===== config.mk =====
export PLATFORM = sky130hd
export DESIGN_NAME = modbus_rtu_input_register_responder_core_flat
export DESIGN_NICKNAME = d
export VERILOG_FILES = /design/src/sv/mrir_pkg.sv /design/src/sv/mrir_in_if.sv /design/src/sv/mrir_out_if.sv /design/src/sv/mrir_front.sv /design/src/sv/mrir_queue.sv /design/src/sv/mrir_back.sv /design/src/sv/modbus_rtu_input_register_responder_core.sv /design/src/flat_wrapper.sv
export SDC_FILE = /design/constraint.sdc
export NUM_CORES = 1
export LEC_CHECK = 0
export CAP_MARGIN = 10
export CELL_PAD_IN_SITES_DETAIL_PLACEMENT = 1
export CELL_PAD_IN_SITES_GLOBAL_PLACEMENT = 2
export CORE_MARGIN = 1
export CORE_UTILIZATION = 48
export DETAILED_ROUTE_END_ITERATION = 12
export DONT_BUFFER_PORTS = 1
export PLACE_DENSITY_LB_ADDON = 0.1
export RECOVER_POWER = 100
export SYNTH_ARGS = -nofsm -noshare
export SYNTH_HDL_FRONTEND = slang
export SYNTH_SLANG_ARGS = --single-unit

===== constraint.sdc =====
create_clock -name i_clk -period 5.9 [get_ports i_clk]
set_clock_uncertainty 0.05 [all_clocks]
set_input_delay 1.77 -clock i_clk [delete_from_list [all_inputs] [get_ports i_clk]]
set_output_delay 1.77 -clock i_clk [all_outputs]
set_load 0.02 [all_outputs]

===== src/sv/mrir_pkg.sv =====
// shared types, constants and the crc helper for the input register responder
// no dependencies
`default_nettype none

package mrir_pkg;

    localparam int FRAME_BYTES = 64;
    localparam int ADDR_W      = $clog2(FRAME_BYTES);
    localparam int LEN_W       = $clog2(FRAME_BYTES + 1);
    localparam int MIN_FRAME   = 8;

    localparam int MAX_QTY   = 29;
    localparam int REPLY_MAX = 3 + 2 * MAX_QTY + 2;
    localparam int POS_W     = $clog2(REPLY_MAX);

    localparam int QUEUE_DEPTH = 2;
    localparam int QPTR_W      = $clog2(QUEUE_DEPTH);
    localparam int QCNT_W      = $clog2(QUEUE_DEPTH + 1);

    localparam int CFG_IDX_W  = 2;
    localparam int CFG_DATA_W = 16;

    localparam logic [7:0]  FUNC_READ_INPUT = 8'h04;
    localparam logic [15:0] CRC_INIT        = 16'hFFFF;
    localparam logic [15:0] CRC_POLY        = 16'hA001;
    localparam logic [15:0] IDLE_MAX        = 16'hFFFF;

    localparam logic [7:0]  UNIT_ID_RST    = 8'd1;
    localparam logic [15:0] GAP_TICKS_RST  = 16'd3645;
    localparam logic [15:0] VALUE_WRAP_RST = 16'd400;
    localparam logic [15:0] REPLY_VAL_RST  = 16'd250;

    typedef enum logic [CFG_IDX_W-1:0] {
        CFG_UNIT_ID    = 2'd0,
        CFG_GAP_TICKS  = 2'd1,
        CFG_VALUE_WRAP = 2'd2
    } t_cfg_idx;

    typedef enum logic [2:0] {
        ST_IDLE,
        ST_READ,
        ST_DRAIN,
        ST_DECIDE,
        ST_REPLY
    } t_back_state;

    // closed frame handed from front to back
    typedef struct packed {
        logic [LEN_W-1:0] len;
    } t_job;

    // back to front: frame memory read address and buffer release
    typedef struct packed {
        logic [ADDR_W-1:0] rd_addr;
        logic              release_buf;
    } t_back_ctl;

    function automatic logic [15:0] crc16_update(input logic [15:0] crc_in,
                                                 input logic [7:0]  data);
        logic [15:0] crc;
        crc = crc_in ^ {8'h00, data};
        for (int k = 0; k < 8; k++) begin
            if (crc[0]) begin
                crc = (crc >> 1) ^ CRC_POLY;
            end else begin
                crc = crc >> 1;
            end
        end
        return crc;
    endfunction

endpackage

`default_nettype wire


===== src/sv/mrir_in_if.sv =====
// input channel: received bytes and time ticks
// depends on nothing
`default_nettype none

interface mrir_in_if;
    logic       valid;
    logic       ready;
    logic       mode;
    logic [7:0] rx_byte;

    modport source (output valid, output mode, output rx_byte, input ready);
    modport sink   (input valid, input mode, input rx_byte, output ready);
endinterface

`default_nettype wire


===== src/sv/mrir_out_if.sv =====
// output channel: reply bytes with end-of-frame flag
// depends on nothing
`default_nettype none

interface mrir_out_if;
    logic       valid;
    logic       ready;
    logic [7:0] tx_byte;
    logic       last;

    modport source (output valid, output tx_byte, output last, input ready);
    modport sink   (input valid, input tx_byte, input last, output ready);
endinterface

`default_nettype wire


===== src/sv/mrir_front.sv =====
// front end: takes bytes and ticks, fills the frame buffer, closes frames on the gap
// depends on mrir_pkg and mrir_in_if
`default_nettype none

module mrir_front
    import mrir_pkg::*;
(
    input  wire logic              i_clk,
    input  wire logic              i_rst_n,
    mrir_in_if.sink                in_ch,
    input  wire logic [15:0]       i_gap_ticks,
    output logic                   o_push,
    output t_job                   o_job,
    input  wire logic              i_q_full,
    input  wire t_back_ctl         i_back_ctl,
    output logic [7:0]             o_rd_data
);

    logic [7:0]       r_mem [FRAME_BYTES];
    logic [LEN_W-1:0] r_len;
    logic [15:0]      r_idle;
    logic             r_lock;
    logic [7:0]       r_rd_data;

    logic             accept;
    logic             wr_en;
    logic [15:0]      idle_inc;
    logic             close_now;

    // buffer is held while the back end walks a closed frame
    assign in_ch.ready = !r_lock && !i_q_full;
    assign accept      = in_ch.valid && in_ch.ready;
    assign wr_en       = accept && !in_ch.mode && (r_len < LEN_W'(FRAME_BYTES));
    assign idle_inc    = (r_idle == IDLE_MAX) ? r_idle : r_idle + 16'd1;
    assign close_now   = accept && in_ch.mode && (r_len != '0) && (idle_inc >= i_gap_ticks);

    assign o_push    = close_now;
    assign o_job.len = r_len;
    assign o_rd_data = r_rd_data;

    always_ff @(posedge i_clk) begin
        if (wr_en) begin
            r_mem[r_len[ADDR_W-1:0]] <= in_ch.rx_byte;
        end
        r_rd_data <= r_mem[i_back_ctl.rd_addr];
    end

    always_ff @(posedge i_clk) begin
        if (!i_rst_n) begin
            r_len  <= '0;
            r_idle <= '0;
            r_lock <= 1'b0;
        end else begin
            if (accept) begin
                if (!in_ch.mode) begin
                    if (wr_en) begin
                        r_len <= r_len + LEN_W'(1);
                    end
                    r_idle <= '0;
                end else if (r_len != '0) begin
                    if (close_now) begin
                        r_len  <= '0;
                        r_idle <= '0;
                    end else begin
                        r_idle <= idle_inc;
                    end
                end
            end
            if (close_now) begin
                r_lock <= 1'b1;
            end else if (i_back_ctl.release_buf) begin
                r_lock <= 1'b0;
            end
        end
    end

endmodule

`default_nettype wire


===== src/sv/mrir_queue.sv =====
// short fifo of closed-frame jobs between front and back
// depends on mrir_pkg
`default_nettype none

module mrir_queue
    import mrir_pkg::*;
(
    input  wire logic i_clk,
    input  wire logic i_rst_n,
    input  wire logic i_push,
    input  wire t_job i_push_job,
    output logic      o_full,
    input  wire logic i_pop,
    output t_job      o_pop_job,
    output logic      o_empty
);

    t_job              r_slot [QUEUE_DEPTH];
    logic [QPTR_W-1:0] r_wr_ptr;
    logic [QPTR_W-1:0] r_rd_ptr;
    logic [QCNT_W-1:0] r_count;

    logic do_push;
    logic do_pop;

    assign o_full    = (r_count == QCNT_W'(QUEUE_DEPTH));
    assign o_empty   = (r_count == '0);
    assign do_push   = i_push && !o_full;
    assign do_pop    = i_pop && !o_empty;
    assign o_pop_job = r_slot[r_rd_ptr];

    always_ff @(posedge i_clk) begin
        if (do_push) begin
            r_slot[r_wr_ptr] <= i_push_job;
        end
    end

    always_ff @(posedge i_clk) begin
        if (!i_rst_n) begin
            r_wr_ptr <= '0;
            r_rd_ptr <= '0;
            r_count  <= '0;
        end else begin
            if (do_push) begin
                r_wr_ptr <= (r_wr_ptr == QPTR_W'(QUEUE_DEPTH - 1)) ? '0 : r_wr_ptr + QPTR_W'(1);
            end
            if (do_pop) begin
                r_rd_ptr <= (r_rd_ptr == QPTR_W'(QUEUE_DEPTH - 1)) ? '0 : r_rd_ptr + QPTR_W'(1);
            end
            case ({do_push, do_pop})
                2'b10:   r_count <= r_count + QCNT_W'(1);
                2'b01:   r_count <= r_count - QCNT_W'(1);
                default: r_count <= r_count;
            endcase
        end
    end

endmodule

`default_nettype wire


===== src/sv/mrir_back.sv =====
// back end: walks a closed frame for address, function, quantity and crc,
// then streams the reply through an output register
// depends on mrir_pkg and mrir_out_if
`default_nettype none

module mrir_back
    import mrir_pkg::*;
(
    input  wire logic        i_clk,
    input  wire logic        i_rst_n,
    input  wire logic [7:0]  i_unit_id,
    input  wire logic [15:0] i_value_wrap,
    input  wire logic        i_q_empty,
    input  wire t_job        i_job,
    output logic             o_pop,
    output t_back_ctl        o_back_ctl,
    input  wire logic [7:0]  i_rd_data,
    mrir_out_if.source       out_ch
);

    t_back_state       r_state;
    t_back_state       n_state;

    logic [LEN_W-1:0]  r_n;
    logic [ADDR_W-1:0] r_idx;
    logic [ADDR_W-1:0] n_idx;
    logic              r_dv;
    logic              n_dv;
    logic [ADDR_W-1:0] r_didx;
    logic [15:0]       r_crc;
    logic [15:0]       r_got;
    logic              r_hdr_ok;
    logic [15:0]       r_qty;
    logic [POS_W-1:0]  r_pos;
    logic [POS_W-1:0]  r_rlen;
    logic [15:0]       r_val;
    logic [15:0]       r_reply_value;
    logic              r_ovalid;
    logic [7:0]        r_otx;
    logic              r_olast;

    logic              start_job;
    logic              start_reply;
    logic              emit;
    logic              frame_ok;
    logic [LEN_W-1:0]  didx_ext;
    logic [7:0]        tx_next;
    logic [16:0]       val_inc;
    logic              out_free;

    assign didx_ext = {{(LEN_W-ADDR_W){1'b0}}, r_didx};
    assign out_free = !r_ovalid || out_ch.ready;
    assign frame_ok = r_hdr_ok && (r_crc == r_got) && (r_qty != 16'd0)
                      && (r_qty <= 16'(MAX_QTY));
    assign val_inc  = {1'b0, r_reply_value} + 17'd1;

    assign out_ch.valid   = r_ovalid;
    assign out_ch.tx_byte = r_otx;
    assign out_ch.last    = r_olast;

    // reply byte at the current position
    always_comb begin
        if (r_pos == POS_W'(0)) begin
            tx_next = i_unit_id;
        end else if (r_pos == POS_W'(1)) begin
            tx_next = FUNC_READ_INPUT;
        end else if (r_pos == POS_W'(2)) begin
            tx_next = {r_qty[6:0], 1'b0};
        end else if (r_pos == POS_W'(3)) begin
            tx_next = r_val[15:8];
        end else if (r_pos == POS_W'(4)) begin
            tx_next = r_val[7:0];
        end else if (r_pos == r_rlen - POS_W'(2)) begin
            tx_next = r_crc[7:0];
        end else if (r_pos == r_rlen - POS_W'(1)) begin
            tx_next = r_crc[15:8];
        end else begin
            tx_next = 8'h00;
        end
    end

    always_comb begin
        n_state     = r_state;
        n_idx       = r_idx;
        n_dv        = 1'b0;
        o_pop       = 1'b0;
        start_job   = 1'b0;
        start_reply = 1'b0;
        emit        = 1'b0;
        o_back_ctl.rd_addr     = r_idx;
        o_back_ctl.release_buf = 1'b0;
        case (r_state)
            ST_IDLE: begin
                if (!i_q_empty) begin
                    o_pop = 1'b1;
                    if (i_job.len < LEN_W'(MIN_FRAME)) begin
                        // too short to be a request
                        o_back_ctl.release_buf = 1'b1;
                    end else begin
                        start_job = 1'b1;
                        n_idx     = '0;
                        n_state   = ST_READ;
                    end
                end
            end
            ST_READ: begin
                n_dv = 1'b1;
                if ({{(LEN_W-ADDR_W){1'b0}}, r_idx} == r_n - LEN_W'(1)) begin
                    n_state = ST_DRAIN;
                end else begin
                    n_idx = r_idx + ADDR_W'(1);
                end
            end
            ST_DRAIN: begin
                n_state = ST_DECIDE;
            end
            ST_DECIDE: begin
                o_back_ctl.release_buf = 1'b1;
                if (frame_ok) begin
                    start_reply = 1'b1;
                    n_state     = ST_REPLY;
                end else begin
                    n_state = ST_IDLE;
                end
            end
            ST_REPLY: begin
                if (out_free) begin
                    emit = 1'b1;
                    if (r_pos == r_rlen - POS_W'(1)) begin
                        n_state = ST_IDLE;
                    end
                end
            end
            default: begin
                n_state = ST_IDLE;
            end
        endcase
    end

    always_ff @(posedge i_clk) begin
        if (!i_rst_n) begin
            r_state       <= ST_IDLE;
            r_dv          <= 1'b0;
            r_ovalid      <= 1'b0;
            r_reply_value <= REPLY_VAL_RST;
        end else begin
            r_state <= n_state;
            r_dv    <= n_dv;
            if (emit) begin
                r_ovalid <= 1'b1;
            end else if (out_ch.ready) begin
                r_ovalid <= 1'b0;
            end
            if (start_reply) begin
                r_reply_value <= (val_inc > {1'b0, i_value_wrap}) ? 16'd0 : val_inc[15:0];
            end
        end
    end

    always_ff @(posedge i_clk) begin
        r_idx  <= n_idx;
        r_didx <= r_idx;
        if (start_job) begin
            r_n      <= i_job.len;
            r_crc    <= CRC_INIT;
            r_hdr_ok <= 1'b1;
        end
        // data from the frame buffer is registered, so it arrives in the cycle after its address
        if (r_dv) begin
            if (r_didx == ADDR_W'(0) && i_rd_data != i_unit_id) begin
                r_hdr_ok <= 1'b0;
            end
            if (r_didx == ADDR_W'(1) && i_rd_data != FUNC_READ_INPUT) begin
                r_hdr_ok <= 1'b0;
            end
            if (r_didx == ADDR_W'(4)) begin
                r_qty[15:8] <= i_rd_data;
            end
            if (r_didx == ADDR_W'(5)) begin
                r_qty[7:0] <= i_rd_data;
            end
            if (didx_ext + LEN_W'(2) < r_n) begin
                r_crc <= crc16_update(r_crc, i_rd_data);
            end
            if (didx_ext == r_n - LEN_W'(2)) begin
                r_got[7:0] <= i_rd_data;
            end
            if (didx_ext == r_n - LEN_W'(1)) begin
                r_got[15:8] <= i_rd_data;
            end
        end
        if (start_reply) begin
            r_pos  <= '0;
            r_rlen <= POS_W'(5) + {r_qty[POS_W-2:0], 1'b0};
            r_val  <= r_reply_value;
            r_crc  <= CRC_INIT;
        end
        if (emit) begin
            r_otx   <= tx_next;
            r_olast <= (r_pos == r_rlen - POS_W'(1));
            r_pos   <= r_pos + POS_W'(1);
            if (r_pos < r_rlen - POS_W'(2)) begin
                r_crc <= crc16_update(r_crc, tx_next);
            end
        end
    end

endmodule

`default_nettype wire


===== src/sv/modbus_rtu_input_register_responder_core.sv =====
// input: a tick that closes a frame stalls the input until the back end frees the buffer,
// sooner for a frame under 8 bytes, longer while an earlier reply is still going out
// the reply goes out one byte per cycle while the output is ready, 5 + 2*qty bytes
// reset: synchronous active low; clears frame length, idle count, queue, reply value (250)
// and the config registers; the frame buffer is not cleared
// depends on mrir_pkg, mrir_in_if, mrir_out_if, mrir_front, mrir_queue, mrir_back
`default_nettype none

module modbus_rtu_input_register_responder_core
    import mrir_pkg::*;
(
    input  wire logic                  i_clk,
    input  wire logic                  i_rst_n,
    mrir_in_if.sink                    i_in,
    mrir_out_if.source                 o_out,
    input  wire logic                  i_cfg_we,
    input  wire logic [CFG_IDX_W-1:0]  i_cfg_idx,
    input  wire logic [CFG_DATA_W-1:0] i_cfg_data
);

    logic [7:0]  r_unit_id;
    logic [15:0] r_gap_ticks;
    logic [15:0] r_value_wrap;

    logic        push;
    t_job        push_job;
    logic        q_full;
    logic        pop;
    t_job        pop_job;
    logic        q_empty;
    t_back_ctl   back_ctl;
    logic [7:0]  rd_data;

    always_ff @(posedge i_clk) begin
        if (!i_rst_n) begin
            r_unit_id    <= UNIT_ID_RST;
            r_gap_ticks  <= GAP_TICKS_RST;
            r_value_wrap <= VALUE_WRAP_RST;
        end else if (i_cfg_we) begin
            case (i_cfg_idx)
                CFG_UNIT_ID:    r_unit_id    <= i_cfg_data[7:0];
                CFG_GAP_TICKS:  r_gap_ticks  <= i_cfg_data;
                CFG_VALUE_WRAP: r_value_wrap <= i_cfg_data;
                default: begin
                end
            endcase
        end
    end

    mrir_front u_front (
        .i_clk       (i_clk),
        .i_rst_n     (i_rst_n),
        .in_ch       (i_in),
        .i_gap_ticks (r_gap_ticks),
        .o_push      (push),
        .o_job       (push_job),
        .i_q_full    (q_full),
        .i_back_ctl  (back_ctl),
        .o_rd_data   (rd_data)
    );

    mrir_queue u_queue (
        .i_clk      (i_clk),
        .i_rst_n    (i_rst_n),
        .i_push     (push),
        .i_push_job (push_job),
        .o_full     (q_full),
        .i_pop      (pop),
        .o_pop_job  (pop_job),
        .o_empty    (q_empty)
    );

    mrir_back u_back (
        .i_clk        (i_clk),
        .i_rst_n      (i_rst_n),
        .i_unit_id    (r_unit_id),
        .i_value_wrap (r_value_wrap),
        .i_q_empty    (q_empty),
        .i_job        (pop_job),
        .o_pop        (pop),
        .o_back_ctl   (back_ctl),
        .i_rd_data    (rd_data),
        .out_ch       (o_out)
    );

endmodule

`default_nettype wire

===== src/flat_wrapper.sv =====
// flat-port wrapper written by rule: the top's interface ports become plain ports
module modbus_rtu_input_register_responder_core_flat import mrir_pkg::*;
  (i_clk, i_rst_n, i_cfg_we, i_cfg_idx, i_cfg_data, i_in_valid, i_in_mode, i_in_rx_byte, i_in_ready, o_out_valid, o_out_tx_byte, o_out_last, o_out_ready);
  mrir_in_if i_in_i ();
  mrir_out_if o_out_i ();
  input  wire logic i_clk;
  input  wire logic i_rst_n;
  input  wire logic i_cfg_we;
  input  wire logic [CFG_IDX_W-1:0] i_cfg_idx;
  input  wire logic [CFG_DATA_W-1:0] i_cfg_data;
  input wire logic [$bits(i_in_i.valid)-1:0] i_in_valid;
  input wire logic [$bits(i_in_i.mode)-1:0] i_in_mode;
  input wire logic [$bits(i_in_i.rx_byte)-1:0] i_in_rx_byte;
  output wire logic [$bits(i_in_i.ready)-1:0] i_in_ready;
  output wire logic [$bits(o_out_i.valid)-1:0] o_out_valid;
  output wire logic [$bits(o_out_i.tx_byte)-1:0] o_out_tx_byte;
  output wire logic [$bits(o_out_i.last)-1:0] o_out_last;
  input wire logic [$bits(o_out_i.ready)-1:0] o_out_ready;
  assign i_in_i.valid = i_in_valid;
  assign i_in_i.mode = i_in_mode;
  assign i_in_i.rx_byte = i_in_rx_byte;
  assign i_in_ready = i_in_i.ready;
  assign o_out_valid = o_out_i.valid;
  assign o_out_tx_byte = o_out_i.tx_byte;
  assign o_out_last = o_out_i.last;
  assign o_out_i.ready = o_out_ready;
  modbus_rtu_input_register_responder_core u_core (.i_clk(i_clk), .i_rst_n(i_rst_n), .i_in(i_in_i), .o_out(o_out_i), .i_cfg_we(i_cfg_we), .i_cfg_idx(i_cfg_idx), .i_cfg_data(i_cfg_data));
endmodule

# After elaboration in Yosys (flattened, before gate mapping)
# Memory sizes are Yosys's and may differ from the RTL's. A register that Yosys moved wholly into a read port is not among the register bits.
# Cells that the tools add are included.
op_classes:
  muxes: 109
  order_cmp: 7
  addsub: 15
  reduce_logical: 44
  n_eq_ne: 33
  n_bitwise: 18
ops:
  columns: ["op", "n"]
  rows:
  - ["$mux 16", 55]
  - ["$mux 8", 7]
  - ["$not 2->3", 16]
  - ["$xor 16x8->16", 2]
  - ["$mux 6", 5]
  - ["$mux 1", 28]
  - ["$mux 7", 4]
  - ["$eq 6x7->1", 3]
  - ["$eq 6x3->1 const B", 3]
  - ["$mux 3", 6]
  - ["$add 16x1->17 const B", 1]
  - ["$gt 17x16->1", 1]
  - ["$add 16x1->16 const B", 1]
  - ["$eq 16x16->1", 1]
  - ["$eq 16x16->1 const B", 1]
  - ["$ge 16x16->1", 1]
  - ["$le 16x5->1 const B", 1]
  - ["$reduce_and 2->1", 8]
  - ["$reduce_bool 16->1", 1]
  - ["$pmux 3 s5", 1]
  - ["$logic_and 1x1->1", 14]
  - ["$add 6x1->6 const B", 2]
  - ["$eq 6x1->1 const B", 2]
  - ["$eq 6x2->1 const B", 2]
  - ["36 further kinds", 60]
totals:
  ram_bits: 526
  ff_bits: 194
  n_memories: 2
  in_bits: 32
  output_inout_bits: 11
  elab_cells: 255
mem_list:
  columns: ["memory", "words", "word_bits", "read_ports", "rd_ports_with_merged_regs", "wr", "line_no", "source"]
  rows:
  - ["u_core.u_front.r_mem", 64, 8, 1, 1, 1, "mrir_front.sv:19", "logic [7:0] r_mem [FRAME_BYTES];"]
  - ["u_core.u_queue.r_slot", 2, 7, 1, 1, 1, "mrir_queue.sv:18", "t_job r_slot [QUEUE_DEPTH];"]

# Depth between registers and ports, before layout
# Gate-level depths: netlist of run 1.
depth:
  ltp_word: 42
  mapped_depth: 23
  ltp_nobuf: 21

# Cells and area by module
# Synthesis of run 1 repeated with hierarchy kept, for this count alone.
unflattened:
  hier_cells: 2124
  hier_area_um2: 31645.4
modules_own_cells:
  columns: ["module", "cells_each", "n_inst", "seq_area_each_um2", "area_each_um2"]
  rows:
  - ["mrir_front", 1163, 1, 16015.4, 21808.4]
  - ["mrir_back", 747, 1, 3313.2, 7490.9]
  - ["modbus_rtu_input_register_responder_core", 165, 1, 800.8, 1615.3]
  - ["mrir_queue", 49, 1, 520.5, 730.7]

# Least setup slack after synthesis of run 1
# OpenSTA, ideal clock, no wires.
synth_timing:
  path_kind: "register to register"
  start: "register u_core.u_front.r_idle[5]"
  end: "register u_core.u_queue.r_count[1]"
  period_less_slack_ps: 4463
  setup_time_ps: 70
  arrival_time_ps: 4342
  n_path_buf: 2
  stages_incl_launch_ff: 22
  required_ps: 5780
  slack_ps: 1437
  path_cell_list: "dfxtp_1 and3_1 and3_1 nand2_1 nor2_1 and4_1 nand2b_1 clkbuf_1 mux2_2 ha_1 a21o_1 a21o_1 a21o_1 a21o_1 a21oi_1 o211ai_1 a21oi_1 nand2b_1 clkbuf_1 ha_1 or3_1 a21oi_1"
synth_via:
  elab_chain_len: 7
  elab_cells_between_ends: 10
  cone_classes: "add/sub (1); order compare (1); eq/ne (3); mux (2); reduce/logical (3)"
synth_rtl:
  columns: ["item", "line_no", "source"]
  rows:
  - ["start: declaration", "mrir_front.sv:21", "logic [15:0] r_idle;"]
  - ["start signal: assignment", "mrir_front.sv:65", "r_idle <= idle_inc;"]
  - ["$add 16x1->16 or $eq 16x16->1 (tied branches)", "mrir_front.sv:34", "assign idle_inc = (r_idle == IDLE_MAX) ? r_idle : r_idle + 16'd1;"]
  - ["$mux 16 (*)", "mrir_front.sv:34", null]
  - ["$ge 16x16->1 (*)", "mrir_front.sv:35", "assign close_now = accept && in_ch.mode && (r_len != '0) && (idle_inc >= i_gap_ticks);"]
  - ["$logic_and 1x1->1 (*)", "mrir_front.sv:35", null]
  - ["$logic_and 1x1->1 (*)", "mrir_queue.sv:28", "assign do_push = i_push && !o_full;"]
  - ["$eq 2x1->1 or $eq 2x2->1 (tied branches)", "mrir_queue.sv:50", "case ({do_push, do_pop})"]
  - ["$pmux 2 s2 or $reduce_bool 2->1 (tied branches)", null, null]
  - ["end signal: assignment", "mrir_queue.sv:51", "2'b10: r_count <= r_count + QCNT_W'(1);"]
  - ["end signal: assignment", "mrir_queue.sv:52", "2'b01: r_count <= r_count - QCNT_W'(1);"]
  - ["end signal: assignment", "mrir_queue.sv:53", "default: r_count <= r_count;"]
  - ["end: declaration", "mrir_queue.sv:21", "logic [QCNT_W-1:0] r_count;"]
# Every way passes the cells marked *; elsewhere a longest branch is shown, timed or not.
# A chain may end at the register's enable or synchronous reset.

# Worst setup path after layout of run 1
# Same ends and word-level chain as after synthesis.

==> out/qor.csv, run 1 <==
stage,metric,value,unit
critical_path,crit_type,reg -> reg,
route,drt-initial-drc-count,1323,
critical_path,max_stage_delay,370,ps
synthesis,avgSynthCellArea,15.7,um2
synthesis,ys_ff_latch,728,
power_and_ir_drop,power.leakage,11.3,nW
route,antenna_left,0,
clocking,cts-root-buf,clkbuf_16,
run_status,violations,"capacitance limit, slew limit",
placed_design,port_buffers,0,
grt,grt_overflow_total,0,
sta,final.setup.tns,0,ps
synthesis,syn_inst,1983,
power_and_ir_drop,power_frac_seq,0.489,
clocking,clock_sinks,728,
grt,busiest_layer,met2,
layout,antenna_cells,0,
die,die_area,65800,um2
die,start_util,0.489,
clocking,clkLatencyLatePin,630,ps
sta,worst_slack,899,ps
synthesis,yosys.area_share.simple,0.0773,
route,drtPass1Iterations,5,
route,routed_wl,76000,um
layout,finalNetCount,2074,
power_and_ir_drop,pwr_density_cell,344,nW/um2
grt,met1_usage,0.318,
critical_path,arrival,5470,ps
synthesis,ys_types,79,
grt,use_met2,0.401,
clocking,htree_levels,3,
synthesis,ys.flop_type,edfxtp_1,
synthesis,synthAdderAreaFrac,0.0242,
sta,relSlewSlack,-1.30,
synthesis,synth_fp_nets,2075,
clocking,cts.clk_slew.worst_paths,60,ps
grt,antenna_found_initial,1,
clocking,cts_resized,0,
layout,layout-drive-gt1-share,0.153,
clocking,cts_inserted_buffers,78,
die,die_w,256,um
synthesis,yosysWarningCount,0,
synthesis,synth_top_family_by_area,multiplexers,
power_and_ir_drop,swShare,0.234,
power_and_ir_drop,peakVddDrop,0.306,mV
sta,fmax,200,MHz
power_and_ir_drop,p_int,9.10,mW
clocking,cts_hold_buf,0,
layout,layout_common_cells,"607 x edfxtp_1, 168 x mux4_2, 145 x nand2_1",
clocking,cts_tree,yes,
grt,grt.total_usage,0.236,
layout,area_delta_synth_final,11.0,%
critical_path,crit_path_frequent_cell,a21oi_1,
flow_run,drv_cap,4,
sta,grt_setup_unrepaired,false,
critical_path,worstSetupStartpointType,flip-flop,
die,core-area,63500,um2
synthesis,synth_compound_area_frac,0.0436,
synthesis,synth-edff-count,607,
placed_design,hpwl,49100,um
run_status,status,"finished, violations left",
synthesis,synthesis.area,31100,um2
clocking,post_cts.repair.setup_buffers,0,
critical_path,path_cells,and3_1 > and3_1 > nand2_1 > nor2_1 > and4_1 > nand2b_1 > nand2_1 > nor2_1 > nand3_1 > xnor2_1 > ha_1 > a21o_1 > a21o_1 > a21oi_1 > o211ai_1 > a21oi_1 > clkbuf_1 > nand2b_1 > ha_1 > or3_1 > a21oi_1,
power_and_ir_drop,clockPowerShare,0.425,
grt,grt.met3_usage,0.0299,
critical_path,cp.required,6360,ps
critical_path,cp-end-kind,flip-flop,
route,drc,0,
grt,grt_start_max_net_pins,113,
synthesis,ys_seq_area_frac,0.664,
power_and_ir_drop,p_switching,2.77,mW
placed_design,dp_slack,1140,ps
die,io_pins,43,
route,wl_per_cell,26.3,um
sta,worstMarginPinSlew,3450,ps
grt,grt_pass1_wl,116000,um
sta,min_period,5000,ps
route,viasPerCell,5.92,
critical_path,cp_max_fo,8,
hold_path,hold_class,reg -> reg,
sta,slew_viol_final,172,
sta,fin_crit_sh,0.848,
clocking,clock_path_buffers,3,
grt,grt_pass1_vias,18000,
die,row_count,92,
synthesis,muxShareOfSynthArea,0.128,
sta,setup_viol,0,
die,die_h,256,um
placed_design,place_congestion,0.849,
route,vias,17100,
sta,hold_violations,0,
synthesis,synth-xor-area-share,0.0418,
power_and_ir_drop,p_comb_frac,0.086,
layout,final_common_cell,edfxtp_1,
critical_path,critPathSlowestCell,nor2_1,
synthesis,async_flop_share,0,
[cells by family (layout without fill, tap and decap cells)]
kind of cell | Yosys count | in the layout
compound gates | 209 | 209
simple gates | 495 | 495
buf+inv | 163 | 225
fa+ha+maj | 60 | 60
flops | 728 | 728
xor+xnor | 141 | 141
mux | 187 | 187
[power groups by stage]
stage,logic [mW],registers (mW),clock network (mW)
2_1_floorplan,0.924,5.80,0
3_5_place_dp,1.05,5.92,0
3_3_place_gp,1.03,5.92,0
4_1_cts,1.06,5.81,5.14
6_report,1.02,5.81,5.05
5_1_grt,1.11,5.82,5.32
[worst paths after layout]
path	from	to	slack (ps)	cells past startpoint
hold reg to reg	u_core.u_back.r_idx[2]	u_core.u_back.r_didx[2]	390	0
hold / removal	u_core.u_back.r_idx[2]	u_core.u_back.r_didx[2]	390	0
setup reg to reg	u_core.u_front.r_idle[5]	u_core.u_queue.r_count[1]	900	21
setup / recovery	u_core.u_front.r_idle[5]	u_core.u_queue.r_count[1]	900	21
[registers in the layout, indices dropped and copies added (netlist names), 16 cells and up, named ones only]
register and cells:
u_core.u_back.r_val 16, u_core.u_front.r_idle 16, u_core.r_value_wrap 16, u_core.u_back.r_qty 16
u_core.u_back.r_got 16, u_core.u_back.r_reply_value 16, u_core.u_back.r_crc 16, u_core.u_front.r_mem 512
u_core.r_gap_ticks 16
[cell usage after synthesis (17+ instances only)]
cell type | n | area, um2
nand2b_1 | 17 | 106
o21ai_0 | 24 | 120
xor2_1 | 49 | 429
clkbuf_1 | 65 | 244
xnor2_1 | 86 | 753
mux4_2 | 168 | 3780
nor2_1 | 139 | 522
ha_1 | 60 | 751
nand3_1 | 69 | 345
dfxtp_1 | 121 | 2420
inv_1 | 66 | 248
buf_1 | 26 | 97.6
nand2_1 | 145 | 544
edfxtp_1 | 607 | 18200
a21oi_1 | 75 | 375
[metrics by stage]
stage | power, mW | hold WS, ps | area, um2 | std cells | util
3_3_place_gp | 6.95 | 381 | 31900 | 2748 | 0.502
5_1_grt | 12.3 | 399 | 34500 | 2891 | 0.543
2_1_floorplan | 6.72 | 296 | 31100 | 1983 | -
6_report | 11.9 | 388 | 34500 | 2891 | 0.543
3_5_place_dp | 6.97 | 370 | 31900 | 2748 | 0.502
4_1_cts | 12.0 | 388 | 34600 | 2891 | 0.544
[layer usage]
metal,up-vias,wire [um]
li1,7606,-
met4,0,2110
met5,-,0
met3,113,2720
met2,378,38700
met1,9022,32500
[worst max-delay path, delay by kind of cell, from the launching register on]
| kind | cells | cell delay, ps |
|---|---|---|
| compound gates | 6 | 990 |
| simple gates | 11 | 2470 |
| flops | 1 | 350 |
| fa+ha+maj | 2 | 510 |
| xor+xnor | 1 | 170 |
| buf+inv | 1 | 340 |
[area by class of cell]
cell class | count | area (um2)
Fill cell | 5890 | 29100
Sequential cell | 728 | 20600
Multi-Input combinational cell | 1092 | 9760
Clock buffer | 96 | 2090
Tap cell | 846 | 1060
Clock inverter | 47 | 572
Inverter | 67 | 251
Timing Repair Buffer | 15 | 97.6
No activity file was read; power rests on OpenSTA's default activity.
==> run 2, diff against run 1 <==
Settings changed: CORE_UTILIZATION 48 to 43.
Clock period 5.9 ns to 4.3 ns, I/O delays scaled along.
==> run 2 against run 1 <==
Compared with the run above: the run still ends with capacitance limit, slew limit left; cell count rose by 4.8%; sequential cell count did not move; combinational power rose by 41%; sequential share of layout area fell by 0.61 points; critical path depth fell by 2; critical endpoint is now u_core.u_queue.r_slot[1][3]; critical path type unchanged; count of clock-buffer cells in the layout rose by 4; fmax rose by 23%; hold slack got worse by 58 ps.
==> out/qor.csv, run 2 (synthesis results as in run 1) <==
stage,metric,value,unit
critical_path,setup.worst_path.end,u_core.u_queue.r_slot[1][3],
grt,grt_overflow_total,0,
route,viasPerCell,5.58,
critical_path,crit_type,reg -> reg,
sta,fin_crit_sh,0.943,
layout,register_area,20700,um2
grt,antenna_found_initial,0,
clocking,cts_tree,yes,
grt,grt_pass1_vias,18300,
flow_run,drv_cap,2,
hold_path,hold_class,reg -> reg,
route,vias,16900,
clocking,cts-root-buf,clkbuf_16,
clocking,clock_path_buffers,3,
clocking,cts_hold_buf,0,
layout,multi_input_area,9870,um2
die,die_w,271,um
layout,final_common_cell,edfxtp_1,
placed_design,hpwl,50800,um
critical_path,worstReg2RegStart,u_core.u_front.r_idle[6],
grt,grt_start_max_net_pins,71,
die,die_area,73400,um2
power_and_ir_drop,finalPower,16.0,mW
layout,layout-drive-gt1-share,0.171,
layout,area_delta_synth_final,12.1,%
power_and_ir_drop,power.leakage,11.4,nW
critical_path,reg2reg_depth,19,
sta,grt_setup_unrepaired,false,
power_and_ir_drop,pwr_density_cell,459,nW/um2
sta,fmax,247,MHz
grt,grt_pass1_wl,118000,um
clocking,clkLatencyLatePin,630,ps
layout,layout_common_cells,"607 x edfxtp_1, 168 x mux4_2, 143 x nand2_1",
route,wl_per_cell,25.6,um
critical_path,rrSetupSlack,240,ps
sta,setup_viol,0,
sta,slew_viol_final,47,
layout,antenna_cells,0,
sta,worstMarginPinSlew,1710,ps
run_status,violations,"capacitance limit, slew limit",
die,core-area,71500,um2
route,drt-initial-drc-count,953,
placed_design,port_buffers,0,
clocking,cts_inserted_buffers,80,
critical_path,cp-end-kind,flip-flop,
die,row_count,98,
sta,hold_violations,0,
critical_path,worstSetupStartpointType,flip-flop,
clocking,cts.clk_slew.worst_paths,60,ps
die,io_pins,43,
critical_path,arrival,4340,ps
layout,finalNetCount,2109,
grt,grt.total_usage,0.216,
die,start_util,0.435,
route,antenna_left,0,
sta,min_period,4060,ps
clocking,htree_levels,3,
route,drtPass1Iterations,7,
layout,stdcell_area,34800,um2
placed_design,place_congestion,0.800,
layout,fill_cells,6814,
route,routed_wl,77400,um
critical_path,r2r_end,u_core.u_queue.r_slot[1][3],
sta,relSlewSlack,-0.141,
power_and_ir_drop,peakVddDrop,0.316,mV
critical_path,cp.required,4590,ps
layout,largest_reg_flops,512,
hold_path,hold_depth,0,
die,die_h,271,um
placed_design,place_area,32300,um2
run_status,status,"finished, violations left",
critical_path,cp_max_fo,7,
clocking,clock_sinks,728,
critical_path,crit_start,u_core.u_front.r_idle[6],
route,drc,0,
-- run 2: changes by cell type in the layout (fill, tap and decap cells not counted), sizes merged --
| cell | delta |
|---|---|
| bufinv | -6 |
| buf | +21 |
| clkinvlp | +2 |
| inv | -2 |
| clkbuf | +16 |
| clkinv | +3 |
-- run 2: cell type report --
| type | instances | share of cell area |
|---|---|---|
| clock buffer | 100 | 0.0620 |
| clock inverter | 44 | 0.0102 |
| inverter | 67 | 0.00722 |
| multi-input combinational | 1092 | 0.283 |
| sequential | 728 | 0.593 |
| tap | 950 | 0.0341 |
| timing repair buffer | 48 | 0.0105 |
-- run 2: worst min path at each step --
stage | from | endpoint | slack, ps
after floorplan | u_core.u_back.r_idx[2] | u_core.u_back.r_didx[2] | 300
after global placement | u_core.u_back.r_idx[2] | u_core.u_back.r_didx[2] | 310
after detailed placement | u_core.u_back.r_idx[2] | u_core.u_back.r_didx[2] | 310
after CTS | u_core.u_back.r_idx[2] | u_core.u_back.r_didx[2] | 320
after global routing | u_core.u_back.r_idx[2] | u_core.u_back.r_didx[2] | 340
final | u_core.u_back.r_idx[2] | u_core.u_back.r_didx[2] | 330
-- run 2: power by group --
| group | total, mW | switching (mW) | internal (mW) | leakage, nW |
|---|---|---|---|---|
| Combinational | 1.44 | 0.711 | 0.733 | 3.72 |
| Clock | 6.58 | 2.82 | 3.76 | 1.23 |
| Sequential | 7.98 | 0.246 | 7.74 | 6.50 |
-- run 2: layer usage --
metal,track usage,share of wire
met5,0,0
met4,0.0617,0.026
met3,0.0363,0.041
met2,0.372,0.51
met1,0.280,0.43
-- run 2: stage by stage --
step / util / TNS (ps) / hold WS [ps] / instances / worst slack (ps)
2_1_floorplan: - / 0 / 296 / 1983 / 37.3
3_3_place_gp: 0.453 / 0 / 307 / 2885 / 14.5
3_5_place_dp: 0.453 / -864 / 310 / 2885 / -133
4_1_cts: 0.488 / 0 / 324 / 3029 / 0.695
5_1_grt: 0.487 / 0 / 341 / 3029 / 5.66
6_report: 0.487 / 0 / 330 / 3029 / 244
-- run 2: what timing repair did --
item,CTS,global route
pin swaps,0,3
gates cloned,0,0
endpoints found under the setup margin,16,30
hold endpoints to repair,0,0
setup buffers,0,0
gates resized for setup,6,13
-- run 2: critical path, stage by stage (launching register included) --
cell	delay (ps)
dfxtp_4	360
and3_4	200
and3_4	200
nand2_2	80
nor2_4	120
and4_4	270
nand2b_4	90
mux2_2	300
ha_1	300
a21o_1	160
a21o_1	170
a21o_1	190
a21o_1	170
a21oi_1	130
o211ai_1	140
a21oi_2	170
nand2b_4	160
clkbuf_1	240
nor2_1	80
clkbuf_2	200
